$ cat config.mk
export PLATFORM = sky130hd
export DESIGN_NAME = bpi_cubic
export DESIGN_NICKNAME = d
export VERILOG_FILES = /design/src/bpi_pkg.sv /design/src/bpi_cubic.sv
export SDC_FILE = /design/constraint.sdc
export NUM_CORES = 2
export LEC_CHECK = 0
export ABC_CLOCK_PERIOD_IN_PS = 5500
export BUFFER_PORTS_ARGS = -buffer_cell sky130_fd_sc_hd__buf_4
export CAP_MARGIN = 10
export CELL_PAD_IN_SITES_DETAIL_PLACEMENT = 2
export CELL_PAD_IN_SITES_GLOBAL_PLACEMENT = 2
export CORE_UTILIZATION = 39
export CTS_CLUSTER_DIAMETER = 80
export DETAILED_ROUTE_END_ITERATION = 8
export PLACE_DENSITY = 0.84
export SYNTH_ARGS = -nofsm -noshare
export SYNTH_HDL_FRONTEND = slang
export SYNTH_SLANG_ARGS = --single-unit
$ cat constraint.sdc
create_clock -name clk -period 5.5 [get_ports clk]
set_input_delay 0.275 -clock clk [delete_from_list [all_inputs] [get_ports clk]]
set_output_delay 0.275 -clock clk [all_outputs]
set_load 0.01 [all_outputs]
$ cat src/bpi_pkg.sv
`default_nettype none
// ----------------------------------------------------------------------------
// bpi_pkg
// Shared types and constants for the bicubic pixel interpolator.
// ----------------------------------------------------------------------------
package bpi_pkg;

  localparam int PIX_W        = 8;
  localparam int K_W          = 8;
  localparam int TAPS         = 4;
  localparam int CUBIC_STAGES = 5;

  typedef logic [PIX_W-1:0]             pix_t;
  typedef logic [K_W-1:0]               k_t;
  typedef logic [TAPS-1:0][PIX_W-1:0]   quad_t;
  typedef logic [CUBIC_STAGES-1:0]      stage_en_t;

endpackage
`default_nettype wire

$ cat src/bpi_cubic.sv
`default_nettype none
// ----------------------------------------------------------------------------
// bpi_cubic
// Five-stage Catmull-Rom cubic over four 8-bit taps at offset k/2^FRAC_BITS,
// evaluated exactly, clamped to 0..255 and floored.
// ----------------------------------------------------------------------------
module bpi_cubic #(
  parameter int FRAC_BITS = 8
) (
  input  wire                clk,
  input  bpi_pkg::stage_en_t en,
  input  bpi_pkg::k_t        k,
  input  bpi_pkg::quad_t     q,
  output bpi_pkg::pix_t      res
);
  import bpi_pkg::*;

  localparam int F     = FRAC_BITS;
  localparam int N1W   = F + 13;
  localparam int N2W   = 2 * F + 13;
  localparam int N3W   = 3 * F + 13;
  localparam int SHIFT = 3 * F + 1;
  localparam logic [N3W-1:0] TOP_VAL = N3W'(255) << SHIFT;

  logic signed [11:0]    qs [TAPS];
  logic signed [11:0]    a_next;
  logic signed [11:0]    b_next;
  logic signed [11:0]    c_next;

  logic signed [11:0]    a0;
  logic signed [11:0]    b0;
  logic signed [11:0]    c0;
  pix_t                  p1_0;
  k_t                    k0;

  logic signed [N1W-1:0] n1_next;
  logic signed [N1W-1:0] n1;
  logic signed [11:0]    a1;
  pix_t                  p1_1;
  k_t                    k1;

  logic signed [N2W-1:0] n2_next;
  logic signed [N2W-1:0] n2;
  pix_t                  p1_2;
  k_t                    k2;

  logic signed [N3W-1:0] n3_next;
  logic signed [N3W-1:0] n3;
  pix_t                  res_next;

  always_comb begin
    for (int j = 0; j < TAPS; j++) begin
      qs[j] = $signed({4'b0000, q[j]});
    end
    a_next = qs[2] - qs[0];
    b_next = (qs[0] <<< 1) - (qs[1] <<< 2) - qs[1] + (qs[2] <<< 2) - qs[3];
    c_next = (qs[1] <<< 1) + qs[1] - (qs[2] <<< 1) - qs[2] + qs[3] - qs[0];
  end

  assign n1_next = ($signed(N1W'(b0)) <<< F)
                 + $signed(N1W'($signed({1'b0, k0}))) * $signed(N1W'(c0));
  assign n2_next = ($signed(N2W'(a1)) <<< (2 * F))
                 + $signed(N2W'($signed({1'b0, k1}))) * $signed(N2W'(n1));
  assign n3_next = ($signed(N3W'(p1_2)) <<< SHIFT)
                 + $signed(N3W'($signed({1'b0, k2}))) * $signed(N3W'(n2));

  always_comb begin
    if (n3[N3W-1]) begin
      res_next = '0;
    end else if ($unsigned(n3) >= TOP_VAL) begin
      res_next = '1;
    end else begin
      res_next = n3[SHIFT +: PIX_W];
    end
  end

  always_ff @(posedge clk) begin
    if (en[0]) begin
      a0   <= a_next;
      b0   <= b_next;
      c0   <= c_next;
      p1_0 <= q[1];
      k0   <= k;
    end
    if (en[1]) begin
      n1   <= n1_next;
      a1   <= a0;
      p1_1 <= p1_0;
      k1   <= k0;
    end
    if (en[2]) begin
      n2   <= n2_next;
      p1_2 <= p1_1;
      k2   <= k1;
    end
    if (en[3]) begin
      n3   <= n3_next;
    end
    if (en[4]) begin
      res  <= res_next;
    end
  end

endmodule
`default_nettype wire

==> impl_metrics.toml <==
[synth]
synth_top_cells_by_count = "594 x inv_1, 460 x fa_1, 281 x nand2_1"
synth-edff-count = 160
synth_top_area_share_pct = 36.4
netlist_instances = 2518
synth_ff_type = "edfxtp_1"
async_reset_ff_share_pct = 0
synthTopCellsByArea = "fa_1 36%, edfxtp_1 19%, ha_1 13%, inv_1 8.8%, and2_1 6.0%"
syn_avg_cell_area_um2 = 10.1
synthMostInstantiatedCell = "inv_1"
synth_nets = 3288
ys_ff_latch = 160
synth_seq_area_share_pct = 19.0
synth_warnings = 0
synth_top_cell_by_area = "fa_1"
yosysUniqueCellTypes = 63
syn_area_mm2 = 0.0253

[critical_path]
startpoint = "k1[2]"
arrival_ns = 6.46
cp_num_buf_inv = 7
crit_fanout = 7
path_class = "reg -> reg"
cp_common_cell = "fa_1"
cpPeakStageDelay_ns = 0.65
start_kind = "register"
r2r_start = "k1[2]"
required_ns = 5.78
slowest_stage = "fa_1"
critPathTopFamily = "adder cells"
crit_chain = "buf_12 > buf_12 > nand2_1 > fa_1 > inv_1 > fa_1 > fa_2 > fa_1 > inv_1 > fa_1 > inv_1 > ha_4 > and4_1 > nand2_1 > a21oi_2 > a2bb2oi_2 > buf_4 > o31ai_4 > o41ai_2 > buf_4 > o21bai_4 > a21oi_2 > xnor2_1"
endpoint_kind = "register"

[status]
status = "finished with violations"
violations = "negative setup slack"

[finish]
drive_above_1_share_pct = 19.1
nets = 3532
nFillCells = 6525
fin_cells = 3630
syn_to_final_growth_pct = 21.4
antennaDiodeCount = 0

[clock_tree]
htreeDepth = 4
clkTransAtPathRegs_ns = 0.08
cts_tree = "done"
cts_buffers = 17
cts_max_path_buffers = 2
clock_sinks = 160
clockRootBuffer = "clkbuf_16"
clkLatencyLatePin_ns = 0.53

[drt]
drt_iter0_drc = 1218
ant_nets = 0
wl_um = 112000
drc_errors = 0
routedWlPerCell_um = 30.7
vias = 20100
drtPass1Iterations = 7
viasPerCell = 5.54

[placed_design]
place.detailed.hpwl_um = 66900
gp_congestion = 0.831
numPortBuffers = 53
placed_cells = 3462

[floorplan]
fp.dieArea_mm2 = 0.0659
start_util_pct = 39.3
num_rows = 93
die_h_um = 257
core_mm2 = 0.0643
die_width_um = 257
io_pins = 54

[sta]
grt_setup_unrepaired = "yes"
finalMaxSlewViolations = 0
finalWorstSetupSlack_ns = -0.684
report.final.setup_viol = 20
slew_headroom_pct = 50.4
tightestPinTransition_ns = 0.744
fmax_mhz = 162
fin_crit_sh_pct = 112
clock_skew_ns = 0.0167
fin_crit_ns = 6.18
hold_violations = 0

[grt]
antenna_found_initial = 1
grt_pass1_wl_um = 147000
grt.total_usage_pct = 29.9
grt_overflow_total = 0
grt_pass1_vias = 24100
grt_max_degree = 50

[hold_path]
hp-start = "q[15]"
min_path_type = "in -> reg"

[job]
max_cap_violations = 0
-- routing by layer --
| layer | wire, um | track usage, % |
|---|---|---|
| met5 | 12 | 0 |
| met4 | 10100 | 17.8 |
| met3 | 4320 | 4.32 |
| met2 | 61400 | 58.9 |
| met1 | 35800 | 29.0 |
-- registers in the layout, summed over array words and instances, names as in the netlist --
name and cells:
a1 9, p1_0 8, n3 12, b0 12
c0 12, n2 29, p1_1 8, res 8
k1 8, a0 9, k2 8, p1_2 8
n1 21, k0 8
-- cells in the final DEF (no fill, tap or decap), types with 18 or more instances in the layout --
cell type,instances
buf_6,25
and2_1,238
a21o_1,27
fa_2,44
ha_4,51
buf_4,222
xnor2_1,69
inv_1,568
nor2_1,64
fa_1,416
a21oi_1,51
edfxtp_1,160
xor2_1,26
inv_2,26
clkbuf_16,18
nand2_1,262
buf_12,19
ha_1,208
-- kinds of logic after synthesis --
| family | share of synthesized area (%) |
|---|---|
| AND/OR/NAND/NOR | 13.0 |
| AO/OA/AOI/OAI | 5.49 |
| adder cells (fa/ha/maj) | 49.4 |
| XOR/XNOR | 3.36 |
| flip-flops | 19.0 |
| buffers and inverters | 9.72 |
-- path summary, 6_finish.rpt --
check	to	slack (ns)	cells past startpoint
worst min-delay path	p1_0[7]	0.03	1
worst max-delay path	n2[27]	-0.68	23
worst max register to register	n2[27]	-0.68	23
worst min register to register	p1_1[2]	0.43	0
-- worst reg2reg max path, stage by stage (launching register included) --
cell       delay [ns]
edfxtp_1         0.42
buf_12           0.14
buf_12           0.14
nand2_1          0.10
fa_1             0.53
inv_1            0.06
fa_1             0.48
fa_2             0.52
fa_1             0.66
inv_1            0.14
fa_1             0.53
inv_1            0.09
ha_4             0.30
and4_1           0.25
nand2_1          0.12
a21oi_2          0.19
a2bb2oi_2        0.11
buf_4            0.17
o31ai_4          0.32
o41ai_2          0.16
buf_4            0.17
o21bai_4         0.11
a21oi_2          0.09
xnor2_1          0.14
-- cell type report --
class | instances | area [um^2] | share of cell area [%]
flip-flops and latches | 160 | 4800 | 15.6
clock buffers | 17 | 425 | 1.38
repair buffers | 286 | 2620 | 8.52
clock inverters | 15 | 164 | 0.533
inverters | 594 | 2230 | 7.26
multi-input cells | 1703 | 19400 | 63.2
well taps | 855 | 1070 | 3.48
-- stage by stage --
stage | cell area, um^2 | worst slack (ns) | hold WS, ns | util (%) | setup TNS, ns
final | 30700 | -0.684 | 0.0279 | 47.7 | -4.97
after global routing | 30700 | -0.747 | 0.0281 | 47.7 | -6.73
after CTS | 29300 | 0.000821 | 0.0140 | 45.5 | 0
after detailed placement | 27400 | -0.444 | 0.406 | 42.7 | -2.66
after global placement | 27400 | -0.0551 | 0.403 | 42.7 | -0.0551
after floorplan | 25300 | 0.0700 | 0.374 | - | 0
-- what timing repair did --
| item | CTS | global route |
|---|---|---|
| pin swaps | 51 | 145 |
| resized for setup | 106 | 194 |
| setup buffers | 54 | 64 |
| endpoints found under the hold margin | 15 | 0 |
| endpoints found under the setup margin | 15 | 23 |
| cloned | 5 | 1 |
| hold buffers | 15 | 0 |
Power is not shown: default switching activity piles up to over one toggle a cycle in this logic, so the estimate is an artifact.
